--- src/rtl/core/estop_pkg.sv ---
// estop_pkg: shared types and constants for the emergency-stop qualifier
`timescale 1ns / 1ps

package estop_pkg;

  typedef struct packed {
    logic        pin_level;
    logic [31:0] now_ms;
  } sample_t;

  typedef struct packed {
    logic stop_active;
    logic debounced_level;
    logic latched;
  } result_t;

  localparam int unsigned ADDR_W = 4;

  localparam logic [ADDR_W-1:0] ADDR_ACTIVE_LEVEL  = 4'h0;
  localparam logic [ADDR_W-1:0] ADDR_DEBOUNCE_TIME = 4'h4;
  localparam logic [ADDR_W-1:0] ADDR_STOP_MODE     = 4'h8;

  // any other mode code behaves as require hold
  localparam logic [1:0] MODE_NORMALLY_CLOSED = 2'd0;
  localparam logic [1:0] MODE_NORMALLY_OPEN   = 2'd1;
  localparam logic [1:0] MODE_REQUIRE_HOLD    = 2'd2;

  localparam logic        RST_ACTIVE_LEVEL  = 1'b1;
  localparam logic [15:0] RST_DEBOUNCE_TIME = 16'd20;

endpackage

--- src/rtl/core/estop_debounce_latch.sv ---
// estop_debounce_latch: debounced emergency-stop input with mode-dependent latch
//
//   channel  | direction | handshake                    | payload
//   ---------+-----------+------------------------------+---------------------
//   sample   | in        | sample_valid / sample_stall  | estop_pkg::sample_t
//   result   | out       | result_valid / result_stall  | estop_pkg::result_t
//   apb      | in / out  | psel penable pwrite pready   | paddr pwdata prdata
//
// one sample per cycle while the result side does not stall; each sample waits in the input
// register while the 32-bit timestamp difference and compare run, then lands in the result
// register.
// the debounce state updates as a sample moves into the result register.
// a stalled result holds the input register, which then stalls the sample side.
// synchronous reset clears state and configuration to its defaults.
`timescale 1ns / 1ps

module estop_debounce_latch (
  input  logic                           clk,
  input  logic                           rst,
  input  logic                           sample_valid,
  output logic                           sample_stall,
  input  estop_pkg::sample_t             sample,
  output logic                           result_valid,
  input  logic                           result_stall,
  output estop_pkg::result_t             result,
  input  logic                           psel,
  input  logic                           penable,
  input  logic                           pwrite,
  input  logic [estop_pkg::ADDR_W-1:0]   paddr,
  input  logic [31:0]                    pwdata,
  output logic [31:0]                    prdata,
  output logic                           pready
);

  // configuration
  logic        active_level;
  logic [15:0] debounce_time;
  logic [1:0]  stop_mode;

  // debounce state
  logic        last_sample;
  logic [31:0] change_time;
  logic        accepted_level;
  logic        stop_flag;
  logic        latch_flag;

  // input register
  logic               s1_valid;
  estop_pkg::sample_t s1;

  logic        out_ready;
  logic        advance;
  logic        wr_en;

  logic        pressed;
  logic        last_sample_next;
  logic [31:0] change_time_next;
  logic [31:0] elapsed;
  logic        take;
  logic        accepted_level_next;
  logic        stop_flag_next;
  logic        latch_flag_next;
  logic        hold_mode;

  assign pready = 1'b1;
  assign wr_en  = psel && penable && pwrite;

  always_ff @(posedge clk) begin
    if (rst) begin
      active_level  <= estop_pkg::RST_ACTIVE_LEVEL;
      debounce_time <= estop_pkg::RST_DEBOUNCE_TIME;
      stop_mode     <= estop_pkg::MODE_NORMALLY_CLOSED;
    end else if (wr_en) begin
      unique case (paddr)
        estop_pkg::ADDR_ACTIVE_LEVEL:  active_level  <= pwdata[0];
        estop_pkg::ADDR_DEBOUNCE_TIME: debounce_time <= pwdata[15:0];
        estop_pkg::ADDR_STOP_MODE:     stop_mode     <= pwdata[1:0];
        default: ;
      endcase
    end
  end

  always_comb begin
    unique case (paddr)
      estop_pkg::ADDR_ACTIVE_LEVEL:  prdata = {31'd0, active_level};
      estop_pkg::ADDR_DEBOUNCE_TIME: prdata = {16'd0, debounce_time};
      estop_pkg::ADDR_STOP_MODE:     prdata = {30'd0, stop_mode};
      default:                       prdata = 32'd0;
    endcase
  end

  // pipeline handshake
  assign out_ready    = !result_valid || !result_stall;
  assign advance      = s1_valid && out_ready;
  assign sample_stall = s1_valid && !out_ready;

  always_ff @(posedge clk) begin
    if (rst) begin
      s1_valid <= 1'b0;
    end else if (!sample_stall) begin
      s1_valid <= sample_valid;
    end
  end

  always_ff @(posedge clk) begin
    if (sample_valid && !sample_stall) begin
      s1 <= sample;
    end
  end

  // debounce and mode update for the sample in the input register
  always_comb begin
    pressed          = (s1.pin_level == active_level);
    last_sample_next = pressed;
    change_time_next = (pressed != last_sample) ? s1.now_ms : change_time;
    elapsed          = s1.now_ms - change_time_next;
    take             = (elapsed >= {16'd0, debounce_time}) && (accepted_level != pressed);
    hold_mode        = (stop_mode != estop_pkg::MODE_NORMALLY_CLOSED) &&
                       (stop_mode != estop_pkg::MODE_NORMALLY_OPEN);

    accepted_level_next = accepted_level;
    stop_flag_next      = stop_flag;
    latch_flag_next     = latch_flag;

    if (take) begin
      accepted_level_next = pressed;
      if (pressed) begin
        priority if (hold_mode) begin
          stop_flag_next = 1'b1;
        end else if (latch_flag) begin
          // press while latched releases the stop
          latch_flag_next = 1'b0;
          stop_flag_next  = 1'b0;
        end else begin
          stop_flag_next = 1'b1;
          if (stop_mode == estop_pkg::MODE_NORMALLY_OPEN) begin
            latch_flag_next = 1'b1;
          end
        end
      end else begin
        if (stop_mode != estop_pkg::MODE_NORMALLY_OPEN || !latch_flag) begin
          stop_flag_next = 1'b0;
        end
      end
    end
  end

  always_ff @(posedge clk) begin
    if (rst) begin
      last_sample    <= 1'b0;
      change_time    <= 32'd0;
      accepted_level <= 1'b0;
      stop_flag      <= 1'b0;
      latch_flag     <= 1'b0;
    end else if (advance) begin
      last_sample    <= last_sample_next;
      change_time    <= change_time_next;
      accepted_level <= accepted_level_next;
      stop_flag      <= stop_flag_next;
      latch_flag     <= latch_flag_next;
    end
  end

  // result register
  always_ff @(posedge clk) begin
    if (rst) begin
      result_valid <= 1'b0;
    end else if (out_ready) begin
      result_valid <= s1_valid;
    end
  end

  always_ff @(posedge clk) begin
    if (advance) begin
      result.stop_active     <= stop_flag_next;
      result.debounced_level <= accepted_level_next;
      result.latched         <= latch_flag_next;
    end
  end

  // the latch is only ever set in normally-open mode
  a_latch_mode: assert property (@(posedge clk) disable iff (rst)
    $rose(latch_flag) |-> $past(stop_mode) == estop_pkg::MODE_NORMALLY_OPEN)
    else $error("latch set outside normally-open mode");

  // debounced level moves only when a sample is processed
  a_level_on_advance: assert property (@(posedge clk) disable iff (rst)
    (!$past(rst) && !$past(advance)) |-> $stable(accepted_level))
    else $error("debounced level changed without a sample");

  // a new result only comes from an occupied input register
  a_result_source: assert property (@(posedge clk) disable iff (rst)
    $rose(result_valid) |-> $past(s1_valid))
    else $error("result appeared without a sample");

endmodule

--- config.mk ---
export PLATFORM = sky130hd
export DESIGN_NAME = estop_debounce_latch
export DESIGN_NICKNAME = d
export VERILOG_FILES = /design/src/rtl/core/estop_pkg.sv /design/src/rtl/core/estop_debounce_latch.sv
export SDC_FILE = /design/constraint.sdc
export NUM_CORES = 1
export LEC_CHECK = 0
export ABC_AREA = 1
export BUFFER_PORTS_ARGS = -buffer_cell sky130_fd_sc_hd__buf_2
export CAP_MARGIN = 20
export CORE_AREA = 2 2 137 99
export DETAILED_ROUTE_END_ITERATION = 7
export DIE_AREA = 0 0 139 101
export PLACE_DENSITY = 0.77
export SLEW_MARGIN = 40
export SYNTH_ARGS = -nofsm -noshare
export SYNTH_HDL_FRONTEND = slang
export SYNTH_SLANG_ARGS = --single-unit
--- constraint.sdc ---
create_clock -name clk -period 4.5 [get_ports clk]
set_clock_uncertainty 0.2 [all_clocks]
set_input_delay 1.35 -clock clk [delete_from_list [all_inputs] [get_ports clk]]
set_output_delay 1.35 -clock clk [all_outputs]
set_load 0.005 [all_outputs]
# Word-level counts from Yosys, hierarchy flattened

Cells that the tools add are included.

$add $sub $neg: 1
$lt $le $gt $ge: 1
Equality and inequality tests: 7
Mux-type cells: 13
Reduce and logical (&&, ||, !) cells: 19

Operator list:

| cell               | number |
|---|---|
| $pmux 16 s3        | 1 |
| $ge 32x16->1       | 1 |
| $mux 32            | 1 |
| $sub 32x32->32     | 1 |
| $mux 1             | 11 |
| $logic_and 1x1->1  | 7 |
| $reduce_and 2->1   | 3 |
| $logic_not 1->1    | 5 |
| $eq 4x3->1 const B | 1 |
| $eq 4x4->1 const B | 1 |
| $logic_not 4->1    | 1 |
| $eq 2x1->1 const B | 1 |
| $logic_or 1x1->1   | 2 |
| $ne 1x1->1         | 2 |
| $ne 2x1->1 const B | 1 |
| $reduce_bool 2->1  | 1 |
| $eq 1x1->1         | 1 |

Register bits: 93

# Logic depth before layout (Yosys ltp)

Gate-level depths: netlist (run 1).

Depth in word-level cells: 7
Mapped depth: 34
Gate-level depth less buffers: 32

# Worst setup path before layout (run 1)

OpenSTA, ideal clock, no wires.

Path kind: reg2reg
Start: reg s1[32] (netlist bit)
End: reg result[0] (netlist bit), data pin
Setup time: 253 ps
Arrival time: 3663 ps
Slack: 383 ps
Cell stages (with the launch flop): 30
Period minus slack after synthesis: 4117 ps
Cells stage by stage: edfxtp_1 > nand2_1 > nand3_4 > nand2_1 > buf_2 > clkbuf_1 > nand2_1 > o21ai_0 > inv_1 > ha_1 > inv_1 > nor2_2 > nand2_1 > inv_1 > nand2_1 > nand2_1 > inv_2 > nand2_1 > xor2_1 > ha_1 > a21oi_1 > o21ai_0 > nor2_1 > nand3_1 > nor2_1 > nand3_1 > nor2_2 > nand2_2 > nand3_1 > nand2_1

Cells in the longest elaborated chain, start to end: 7
Elaborated cells on any way between the ends: 9

Ends and longest elaborated chain:

| element                | RTL line                    | RTL |
|---|---|---|
| from (decl)            | estop_debounce_latch.sv:49  | `estop_pkg::sample_t s1;` |
| from (signal assigned) | estop_debounce_latch.sv:107 | `s1 <= sample;` |
| $eq 1x1->1 *           | estop_debounce_latch.sv:113 | `pressed = (s1.pin_level == active_level);` |
| $ne 1x1->1             | estop_debounce_latch.sv:115 | `change_time_next = (pressed != last_sample) ? s1.now_ms : change_time;` |
| $mux 32                | estop_debounce_latch.sv:115 |  |
| $sub 32x32->32         | estop_debounce_latch.sv:116 | `elapsed = s1.now_ms - change_time_next;` |
| $ge 32x16->1           | estop_debounce_latch.sv:117 | `take = (elapsed >= {16'd0, debounce_time}) && (accepted_level != pressed);` |
| $logic_and 1x1->1      | estop_debounce_latch.sv:117 |  |
| $mux 1 *               | estop_debounce_latch.sv:125 | `if (take) begin` |
| via latch_flag_next    | estop_debounce_latch.sv:62  | `logic latch_flag_next;` |
| to (decl)              | estop_debounce_latch.sv:25  | `output estop_pkg::result_t result,` |

The timed path passes the listed nets; every way through them passes the cells marked *.
A chain may end at the register's enable or synchronous reset.

# Final worst setup path (run 1)

Ends and elaborated chain as after synthesis.

==> implementation parameters, run 1 <==
Parameter                              Value

Worst setup path
  Data required, critical path ... about 4.4 ns
  Critical Path End Type ... flip-flop
  Total buffers and inverters traversed by the critical path ... 3
  CP max-delay cell ... sky130_fd_sc_hd__edfxtp_1
  Cell family with most CP delay ... simple AND/OR/NAND/NOR gates
  Arrival @ worst endpoint ... 4.10 ns
  Largest fanout of any net on the critical path ... 8
  Critical Path Start Type ... flip-flop
  Slack of the worst reg-to-reg path ... 0.32 ns
  Most Frequent Cell on Critical Path ... sky130_fd_sc_hd__nand2_1
  Critical path, cell by cell ... nand2_1 -> nand3_4 -> nand2_4 -> buf_4 -> mux2i_2 -> ha_2 -> nand2_1 -> inv_1 -> nand2_1 -> inv_2 -> a21oi_2 -> nand2_1 -> xor2_2 -> ha_1 -> a21oi_1 -> o21ai_0 -> nor2_1 -> nand3_1 -> nor2_1 -> nand3_1 -> nor2_4 -> nand2_2 -> nand3_1 -> nand2_1
  Delay of the slowest critical-path stage ... 0.40 ns
  Critical path class ... flip-flop to flip-flop

Timing
  Hold_ws ... 0.263 ns
  Share of the cycle needed by the critical path after routing ... 92.9%
  Max transition margin ... 50.3%
  Setup violations, final ... 0
  Final number of max-transition violations ... 0
  Hold Violations, Final ... 0
  Sum of negative setup slack ... 0 ns
  Time the worst path needs with I/O delays and setup ... between 4 and 5 ns
  Peak clock frequency supported by timing ... 239 MHz
  Unrepaired setup endpoints after global routing ... no
  Transition at the pin with the smallest max-transition slack ... 0.744 ns

Floorplanning
  Initial Util ... 53.7%
  Die Wd ... 139 um
  Die boundary height ... about 100 um
  Total I/O pin count ... 114
  Area enclosed by the die boundary ... approximately 0.014 mm^2
  Count of standard-cell rows ... 35
  Std-Cell Core Area ... between 0.01 and 0.015 mm^2

Cells and area
  Commonest non-fill, non-tap cells in the layout ... sky130_fd_sc_hd__nand2_1 (220), sky130_fd_sc_hd__inv_1 (162), sky130_fd_sc_hd__nor2_1 (85)
  Final standard cell utilization of the core ... 60.6%
  Count of antenna diodes in the layout ... 0
  Final-stage net count ... ~1.2k
  Most common library cell in the layout ignoring fill and taps ... sky130_fd_sc_hd__nand2_1
  Post-route cell area ... 0.00775 mm^2
  Fill count ... 1183
  Relative area change from synthesis to final layout ... 12.7%
  Sequential standard cell area ... 0.00222 mm^2
  Layout cells sized above 1 ... 17.0%
  Area of the multi-input gates ... 0.00385 mm^2

Synth
  Share of synthesized registers carrying an async set or reset ... 0%
  Number of distinct library cells after synthesis ... 48
  Number of enable-type register cells in the synthesized netlist ... 36
  Cells after Synth ... between 900 and 1k
  Syn_area_per_cell ... 7.12 um^2
  Number of synthesis warnings ... 0
  Proportion of synthesized chip area in sequential cells ... 32.3%
  Yosys reg bits ... 93
  Top_reg_cell synth ... sky130_fd_sc_hd__dfxtp_1
  Post-Syn Area ... 0.00687 mm^2

CTS
  CTS tree ... yes
  Setup repair bufs after CTS ... 0
  Cts bufs inserted ... 9
  Clock sink count ... 93
  Clock transition time at the flip-flop clock pins of the worst setup and hold paths ... 0.07 ns
  Max H-tree Level ... 3
  Clock latency of the later-clocked register in the worst-skew pair ... about 0.35 ns
  Clock Root Buffer ... sky130_fd_sc_hd__clkbuf_16
  Buffer depth of the longest clock path ... 2

Worst hold path
  Hold WC Path Type ... flip-flop to flip-flop

Global routing
  Wire length of the first global-routing pass ... around 27 mm
  Pin count of the biggest net entering global routing ... 47
  Global router's overall resource usage ... a little under a quarter
  Total global routing overflow ... 0
  Via count of the first global-routing pass ... roughly 5.4k
  Initial antenna violation count ... 0

Route
  Count of nets left with antenna violations after detail routing ... 0
  Number of vias in the routed layout ... around 6.3k
  Post-detailed-route via-to-cell ratio ... 5.16
  DRC ... 0
  Starting DRT DRC Count ... 474
  Post-Route WL ... approximately 16 mm
  Number of optimization iterations in the first detailed-route pass ... 5
  Routed wire per std cell ... 13.3 um

Pwr
  Fraction of power spent switching nets ... 37.0%
  Sequential share of power ... 36.4%
  Worst IR drop on VDD ... 0.000218 V
  Power Total ... 2.62 mW
  Share of power burned in combinational logic ... between 30% and 40%
  Pwr Density ... approximately 340 mW/mm^2
  Internal power ... roughly 1.6 mW
  Psw ... 0.970 mW
  Leakage power ... 3.85 nW
  Clk network pwr share ... 29.0%

Status
  Status ... finished clean

Placement
  Estimated wirelength of the detail-placed design ... 13.0 mm
  Last weighted congestion value of the routability-driven placer ... 0.936
  Post-detailed-placement cell area ... 0.00736 mm^2
  Quantity of I/O buffers inserted on ports ... 80

Run
  Total of max-cap violations ... 0
[cell usage after synthesis, types with 2 or more instances]
| cell | n | area (um^2) |
|---|---|---|
| sky130_fd_sc_hd__nand2_1 | 222 | 833 |
| sky130_fd_sc_hd__inv_1 | 162 | 608 |
| sky130_fd_sc_hd__nor2_1 | 86 | 323 |
| sky130_fd_sc_hd__a21oi_1 | 73 | 365 |
| sky130_fd_sc_hd__o21ai_0 | 58 | 290 |
| sky130_fd_sc_hd__dfxtp_1 | 57 | 1140 |
| sky130_fd_sc_hd__ha_1 | 37 | 463 |
| sky130_fd_sc_hd__edfxtp_1 | 36 | 1080 |
| sky130_fd_sc_hd__nand3_1 | 35 | 175 |
| sky130_fd_sc_hd__o211ai_1 | 20 | 150 |
| sky130_fd_sc_hd__buf_4 | 17 | 128 |
| sky130_fd_sc_hd__mux2i_1 | 17 | 170 |
| sky130_fd_sc_hd__clkbuf_1 | 15 | 56.3 |
| sky130_fd_sc_hd__nand4_1 | 15 | 93.8 |
| sky130_fd_sc_hd__inv_2 | 12 | 45.0 |
| sky130_fd_sc_hd__xor2_1 | 11 | 96.3 |
| sky130_fd_sc_hd__nand2_2 | 9 | 56.3 |
| sky130_fd_sc_hd__nand4_4 | 9 | 191 |
| sky130_fd_sc_hd__nor2_2 | 9 | 56.3 |
| sky130_fd_sc_hd__nor3_1 | 9 | 45.0 |
| sky130_fd_sc_hd__o21ai_1 | 7 | 35.0 |
| sky130_fd_sc_hd__xnor2_1 | 5 | 43.8 |
| sky130_fd_sc_hd__nand2_4 | 4 | 45.0 |
| sky130_fd_sc_hd__nand4_2 | 4 | 50.1 |
| sky130_fd_sc_hd__a211oi_1 | 3 | 22.5 |
| sky130_fd_sc_hd__nand3_2 | 3 | 30.0 |
| sky130_fd_sc_hd__nor2_4 | 3 | 33.8 |
| sky130_fd_sc_hd__a21o_1 | 2 | 15.0 |
| sky130_fd_sc_hd__buf_6 | 2 | 22.5 |
| sky130_fd_sc_hd__conb_1 | 2 | 7.51 |
| sky130_fd_sc_hd__nand3_4 | 2 | 35.0 |
| sky130_fd_sc_hd__o21a_1 | 2 | 15.0 |
| sky130_fd_sc_hd__o21bai_1 | 2 | 15.0 |
[routing by layer]
metal,track usage [%],part of all wire (%)
met1,37.0,51
met2,33.4,39
met3,5.42,9.5
met4,3.50,0.59
met5,0,0
[through the flow]
stage,std cells,setup slack (ns)
2_1_floorplan,980,0.383
3_5_place_dp,1198,0.153
6_report,1214,0.318
4_1_cts,1214,0.134
5_1_grt,1214,0.00369
3_3_place_gp,1198,0.206
[kinds of logic after synthesis]
group	count (synthesis)	synth area share, %
xor gates and xnor gates	16	2.04
muxes	17	2.48
AOI/OAI and AO/OA	174	14.1
other	2	0.109
DFF	93	32.3
and+or+nand+nor	413	29.0
adders and majority gates	37	6.74
buffers and inverters	213	13.2
[worst register-to-register path: cells and delay by family (launching register included)]
kind	cells	cell delay, ns
xor gates and xnor gates	1	0.17
buffers and inverters	3	0.27
AOI/OAI and AO/OA	3	0.36
adders and majority gates	2	0.68
DFF	1	0.40
muxes	1	0.23
and+or+nand+nor	14	1.62
[repair_timing]
item	in CTS	in global routing
hold endpoints to repair	0	0
gates resized for setup	0	22
endpoints found under the setup margin	0	6
hold buffers	0	0
[registers in the layout (all words and copies together) (netlist names)]
name and flops:
stop_mode 2, debounce_time 16, latch_flag 1, result 3, active_level 1, accepted_level 1, result_valid 1, change_time 32
stop_flag 1, s1 33, last_sample 1, s1_valid 1
[path summary, 6_finish.rpt]
check / start / to / cells after the start
hold reg to reg: change_time[0] / change_time[0] / 2
hold / removal: change_time[0] / change_time[0] / 2
setup / recovery: s1[32] / result[0] / 24
setup reg to reg: s1[32] / result[0] / 24
[area by class of cell]
type / count / area share (%)
Clock buffer: 9 / 2.91
Clock inverter: 7 / 0.985
Inverter: 175 / 8.48
Multi-Input combinational cell: 674 / 49.8
Sequential cell: 93 / 28.7
Tap cell: 166 / 2.68
Timing Repair Buffer: 90 / 6.51
[power by group through the flow]
stage               sequential, mW  combinational, mW  clock (mW)
floorplan                    0.964              0.674           0
global placement             0.969              0.853           0
detailed placement           0.970              0.870           0
CTS                          0.952              0.877       0.778
global route                 0.957               1.02       0.810
finish                       0.953              0.906       0.760
(Power assumes the default switching activity.)
==> run 2, diff against run 1 <==
--- a/config.mk
+++ b/config.mk
@@ -9,8 +9,10 @@
 export BUFFER_PORTS_ARGS = -buffer_cell sky130_fd_sc_hd__buf_2
 export CAP_MARGIN = 20
-export CORE_AREA = 2 2 137 99
+export CELL_PAD_IN_SITES_DETAIL_PLACEMENT = 1
+export CELL_PAD_IN_SITES_GLOBAL_PLACEMENT = 1
+export CORE_AREA = 2 2 158 114
 export DETAILED_ROUTE_END_ITERATION = 7
-export DIE_AREA = 0 0 139 101
-export PLACE_DENSITY = 0.77
+export DIE_AREA = 0 0 160 116
+export PLACE_DENSITY_LB_ADDON = 0.1
 export SLEW_MARGIN = 40
 export SYNTH_ARGS = -nofsm -noshare
==> constraint.sdc (replaced) <==
create_clock -name clk -period 4.1 [get_ports clk]
set_clock_uncertainty 0.2 [all_clocks]
set_input_delay 0.205 -clock clk [delete_from_list [all_inputs] [get_ports clk]]
set_output_delay 0.205 -clock clk [all_outputs]
set_load 0.005 [all_outputs]
==> run 2 against run 1 <==
  * Count of clock-buffer cells in the layout is the same
  * Clock power grew 16%
  * Wire length grew 43%
  * Total power grew 30%
  * The flow now finishes with violations (setup timing)
  * Largest power group is now combinational logic
  * Die area grew 32%
  * Hold slack lost 0.24 ns
  * Critical path type unchanged
==> implementation parameters, run 2 (synthesis gave the netlist of run 1 again) <==
Parameter                              Value

Global routing
  Wire length of the first global-routing pass ... 35.8 mm
  Global router's overall resource usage ... 24.5%
  Pin count of the biggest net entering global routing ... 48
  Via count of the first global-routing pass ... approximately 7.1k
  Initial antenna violation count ... 0
  Total global routing overflow ... 0

Timing
  Peak clock frequency supported by timing ... approximately 240 MHz
  Final number of max-transition violations ... 0
  Unrepaired setup endpoints after global routing ... yes
  Max transition margin ... 47.0%
  Share of the cycle needed by the critical path after routing ... 102%
  Hold Violations, Final ... 0
  Final worst slack ... -0.0864 ns
  Setup violations, final ... 6
  Hold_ws ... between 0.02 and 0.025 ns
  Time the worst path needs with I/O delays and setup ... 4.19 ns
  Transition at the pin with the smallest max-transition slack ... 0.794 ns

CTS
  Clock latency of the later-clocked register in the worst-skew pair ... 0.37 ns
  CTS tree ... yes
  Clock transition time at the flip-flop clock pins of the worst setup and hold paths ... 0.08 ns
  Clock Root Buffer ... sky130_fd_sc_hd__clkbuf_16
  Clock sink count ... 93
  Buffer depth of the longest clock path ... 2
  Cts bufs inserted ... 9
  Max H-tree Level ... 3

Cells and area
  Fill count ... 2140
  Relative area change from synthesis to final layout ... 38.2%
  Max reg flops ... 33
  Registers with the most flip-flops ... s1 (33), change_time (32), debounce_time (16)
  Post-route cell area ... 0.00950 mm^2
  Commonest non-fill, non-tap cells in the layout ... sky130_fd_sc_hd__nand2_1 (193), sky130_fd_sc_hd__inv_1 (156), sky130_fd_sc_hd__buf_4 (83)
  Sequential standard cell area ... 0.00222 mm^2
  Most common library cell in the layout ignoring fill and taps ... sky130_fd_sc_hd__nand2_1
  Area of the multi-input gates ... 0.00428 mm^2
  Largest reg by FF count ... s1
  Final-stage net count ... around 1.3k
  Final Non-Filler Cells ... about 1.4k
  Count of antenna diodes in the layout ... 0
  Layout cells sized above 1 ... 28.2%

Placement
  Estimated wirelength of the detail-placed design ... 16.7 mm
  Quantity of I/O buffers inserted on ports ... 80
  # placed instances ... 1331
  Post-detailed-placement cell area ... 0.00799 mm^2
  Dpl ws ... -0.292 ns
  Last weighted congestion value of the routability-driven placer ... between 0.8 and 0.9

Floorplanning
  Total I/O pin count ... ~110
  Die boundary height ... 116 um
  Std-Cell Core Area ... 0.0169 mm^2
  Initial Util ... 40.6%
  Die Wd ... 160 um
  Count of standard-cell rows ... 40
  Area enclosed by the die boundary ... 0.0186 mm^2

Route
  DRC ... 0
  Post-Route WL ... 23.1 mm
  Post-detailed-route via-to-cell ratio ... about 5
  Number of vias in the routed layout ... 7045
  Number of optimization iterations in the first detailed-route pass ... 5
  Starting DRT DRC Count ... ~410
  Count of nets left with antenna violations after detail routing ... 0
  Routed wire per std cell ... 16.3 um

Worst setup path
  Arrival @ worst endpoint ... between 4 and 5 ns
  Critical path class ... flip-flop to flip-flop
  Cell family with most CP delay ... simple AND/OR/NAND/NOR gates
  Most Frequent Cell on Critical Path ... sky130_fd_sc_hd__nand2_2
  Delay of the slowest critical-path stage ... 0.46 ns
  Data required, critical path ... 4.16 ns
  Largest fanout of any net on the critical path ... 5
  Total buffers and inverters traversed by the critical path ... 6
  Critical Path End Type ... flip-flop
  Critical Path Start Type ... flip-flop
  CP max-delay cell ... sky130_fd_sc_hd__edfxtp_1

Pwr
  Worst IR drop on VDD ... 0.000231 V
  Pwr Density ... 357 mW/mm^2
  Leakage power ... 4.62 nW
  Power Total ... 3.39 mW

Run
  Total of max-cap violations ... 0

Status
  Status ... finished, violations left
  Violated checks ... setup timing

Worst hold path
  Hold WC Path Type ... input pin to flip-flop
==> run 2: power by group <==
group          internal, mW  switching (mW)
logic                 0.641           0.818
clock network         0.435           0.449
registers              1.01          0.0383
==> run 2: per-layer routing <==
metal  wire, um  share of wire [%]  GRT usage (%)
met3       1110                4.8           3.76
met1      11800                 51           35.6
met5          0                  0              0
met2      10100                 44           38.9
met4        152               0.66           4.68
==> run 2: final cells by class <==
cell class / count / share of cell area [%]
inverters: 175 / 6.92
clock buffers: 9 / 2.37
well taps: 231 / 3.04
clock inverters: 7 / 0.817
repair buffers: 226 / 18.4
multi-input cells: 674 / 45.1
flip-flops and latches: 93 / 23.4
==> run 2: worst paths after layout <==
path | from | endpoint | slack (ns) | depth (start not counted)
setup reg to reg | s1[32] | accepted_level | -0.09 | 30
hold / removal | rst | s1_valid | 0.02 | 2
hold reg to reg | change_time[1] | change_time[1] | 0.28 | 2
setup / recovery | s1[32] | accepted_level | -0.09 | 30
==> run 2: stage by stage <==
| step | setup TNS (ns) | util, % |
|---|---|---|
| 2_1_floorplan | 0 | - |
| 3_3_place_gp | -0.580 | 47.2 |
| 3_5_place_dp | -1.68 | 47.2 |
| 4_1_cts | 0 | 53.3 |
| 5_1_grt | -1.62 | 56.1 |
| 6_report | -0.373 | 56.1 |
==> run 2: repair_timing <==
action,in CTS,in global routing
setup endpoints to repair,6,6
gates resized for setup,49,73
hold buffers,52,0
pin swaps,12,29
setup buffers,3,12
hold endpoints to repair,54,0
cloned,0,2
==> run 3, diff against run 2 <==
Settings changed: SKIP_CTS_REPAIR_TIMING from default to 1.
==> run 3 against run 2 <==
  * Setup slack lost 0.027 ns
  * Critical endpoint unchanged
  * Critical path depth is the same
  * The run ends with hold timing, setup timing left
  * Clock power grew 0.8%
  * Highest routed layer unchanged
  * Sequential power is essentially flat
==> implementation parameters, run 3 (synthesis gave the netlist of run 1 again) <==
Parameter                              Value

CTS
  Clock transition time at the flip-flop clock pins of the worst setup and hold paths ... 0.08 ns
  Clock latency of the later-clocked register in the worst-skew pair ... 0.37 ns
  CTS tree ... yes
  Clock sink count ... 93
  Clock Root Buffer ... sky130_fd_sc_hd__clkbuf_16
  Cts bufs inserted ... 9
  Buffer depth of the longest clock path ... 2
  Max H-tree Level ... 3

Pwr
  Share of power burned in combinational logic ... slightly above 40%
  Pwr Density ... 358 mW/mm^2
  Leakage power ... 4.48 nW
  Psw ... 1.25 mW
  Sequential share of power ... 32.1%
  Internal power ... 2.02 mW
  Fraction of power spent switching nets ... 38.3%
  Worst IR drop on VDD ... about 0.00022 V
  Clk network pwr share ... between 20% and 30%

Worst setup path
  CP max-delay cell ... sky130_fd_sc_hd__edfxtp_1
  Critical path class ... flip-flop to flip-flop
  Critical Path Start Type ... flip-flop
  Critical Path End Type ... flip-flop
  Largest fanout of any net on the critical path ... 5
  Data required, critical path ... 4.17 ns
  Total buffers and inverters traversed by the critical path ... 5
  Arrival @ worst endpoint ... 4.28 ns
  Delay of the slowest critical-path stage ... 0.45 ns
  Cell family with most CP delay ... simple AND/OR/NAND/NOR gates

Placement
  Quantity of I/O buffers inserted on ports ... 80
  Estimated wirelength of the detail-placed design ... 16.7 mm
  Last weighted congestion value of the routability-driven placer ... approximately 0.89
  # placed instances ... 1331

Cells and area
  Final Non-Filler Cells ... 1399
  Sequential standard cell area ... 0.00222 mm^2
  Count of antenna diodes in the layout ... 0
  Area of the multi-input gates ... 0.00410 mm^2
  Max reg flops ... 33
  Final standard cell utilization of the core ... 53.9%
  Relative area change from synthesis to final layout ... 32.8%
  Fill count ... 2183
  Commonest non-fill, non-tap cells in the layout ... sky130_fd_sc_hd__nand2_1 (202), sky130_fd_sc_hd__inv_1 (158), sky130_fd_sc_hd__nor2_1 (83)
  Final-stage net count ... about 1.3k
  Registers with the most flip-flops ... s1 (33), change_time (32), debounce_time (16)
  Most common library cell in the layout ignoring fill and taps ... sky130_fd_sc_hd__nand2_1
  Largest reg by FF count ... s1
  Layout cells sized above 1 ... around 25%

Run
  Total of max-cap violations ... 0

Global routing
  Pin count of the biggest net entering global routing ... 48
  Total global routing overflow ... 0
  Wire length of the first global-routing pass ... 33.7 mm
  Via count of the first global-routing pass ... 6645
  Global router's overall resource usage ... between 20% and 30%
  Initial antenna violation count ... 0

Timing
  Hold Violations, Final ... 6
  Share of the cycle needed by the critical path after routing ... 103%
  Transition at the pin with the smallest max-transition slack ... 0.784 ns
  Unrepaired setup endpoints after global routing ... yes
  Hold_ws ... -0.0589 ns
  Final number of max-transition violations ... 0
  Max transition margin ... 47.7%
  Peak clock frequency supported by timing ... 237 MHz
  Final worst slack ... -0.113 ns
  Setup violations, final ... 6
  Time the worst path needs with I/O delays and setup ... 4.21 ns

Route
  Count of nets left with antenna violations after detail routing ... 0
  Number of vias in the routed layout ... 6850
  Starting DRT DRC Count ... ~370
  Met2 Routed Length ... 8.96 mm
  DRC ... 0
  Number of optimization iterations in the first detailed-route pass ... 5
  Max layer used ... met4
  Post-Route WL ... 21.8 mm
  Routed wl met3 ... 816 um
  Routed wire per std cell ... between 15 and 20 um
  Post-detailed-route via-to-cell ratio ... 4.90
  Routed length on met1 ... 11.9 mm

Floorplanning
  Die boundary height ... ~120 um
  Count of standard-cell rows ... 40
  Die Wd ... 160 um
  Total I/O pin count ... between 100 and 150
  Area enclosed by the die boundary ... around 0.019 mm^2
  Initial Util ... about two fifths
  Std-Cell Core Area ... around 0.017 mm^2

Status
  Status ... finished, violations left
  Violated checks ... hold timing, setup timing

Worst hold path
  Hold WC Path Type ... input pin to flip-flop
## run 3: area by class of cell
cell class	count	area share (%)
Multi-Input combinational cell	674	44.9
Sequential cell	93	24.4
Timing Repair Buffer	210	17.0
Inverter	175	7.20
Tap cell	231	3.17
Clock buffer	9	2.47
Clock inverter	7	0.850
## run 3: worst paths after layout
kind / from / to / slack (ns) / depth (start not counted)
worst max-delay path: s1[32] / accepted_level / -0.11 / 30
worst min-delay path: pwdata[6] / debounce_time[6] / -0.06 / 3
worst max register to register: s1[32] / accepted_level / -0.11 / 30
worst min register to register: change_time[1] / change_time[1] / 0.28 / 2
## run 3: layer usage
| metal | global-route usage (%) | vias to the layer above |
|---|---|---|
| li1 | - | 3495 |
| met1 | 35.0 | 3210 |
| met2 | 34.5 | 131 |
| met3 | 4.04 | 14 |
| met4 | 4.62 | 0 |
| met5 | 0 | - |
## run 3: power by group through the flow
| stage | clock network, mW | registers (mW) | logic [mW] |
|---|---|---|---|
| 2_1_floorplan | 0 | 1.06 | 0.740 |
| 3_5_place_dp | 0 | 1.07 | 1.16 |
| 5_1_grt | 0.936 | 1.06 | 1.48 |
| 3_3_place_gp | 0 | 1.07 | 1.14 |
| 6_report | 0.891 | 1.05 | 1.33 |
| 4_1_cts | 0.903 | 1.05 | 1.18 |
## run 3: tightest hold or removal path, delay by kind of cell
kind / cells / cell delay, ns
buffers and inverters: 1 / 0.08
AOI/OAI and AO/OA: 2 / 0.18
## run 3: metrics by stage
step	hold WS (ns)	power [mW]	cell area (um^2)	TNS [ns]	setup WS [ns]
5_1_grt	0.0000815	3.47	9130	-1.93	-0.341
3_3_place_gp	0.181	2.20	7990	-0.580	-0.107
4_1_cts	-0.201	3.13	8290	-2.14	-0.369
3_5_place_dp	0.184	2.23	7990	-1.68	-0.292
6_report	-0.0589	3.27	9130	-0.569	-0.113
2_1_floorplan	0.104	1.80	6930	0	0.0837
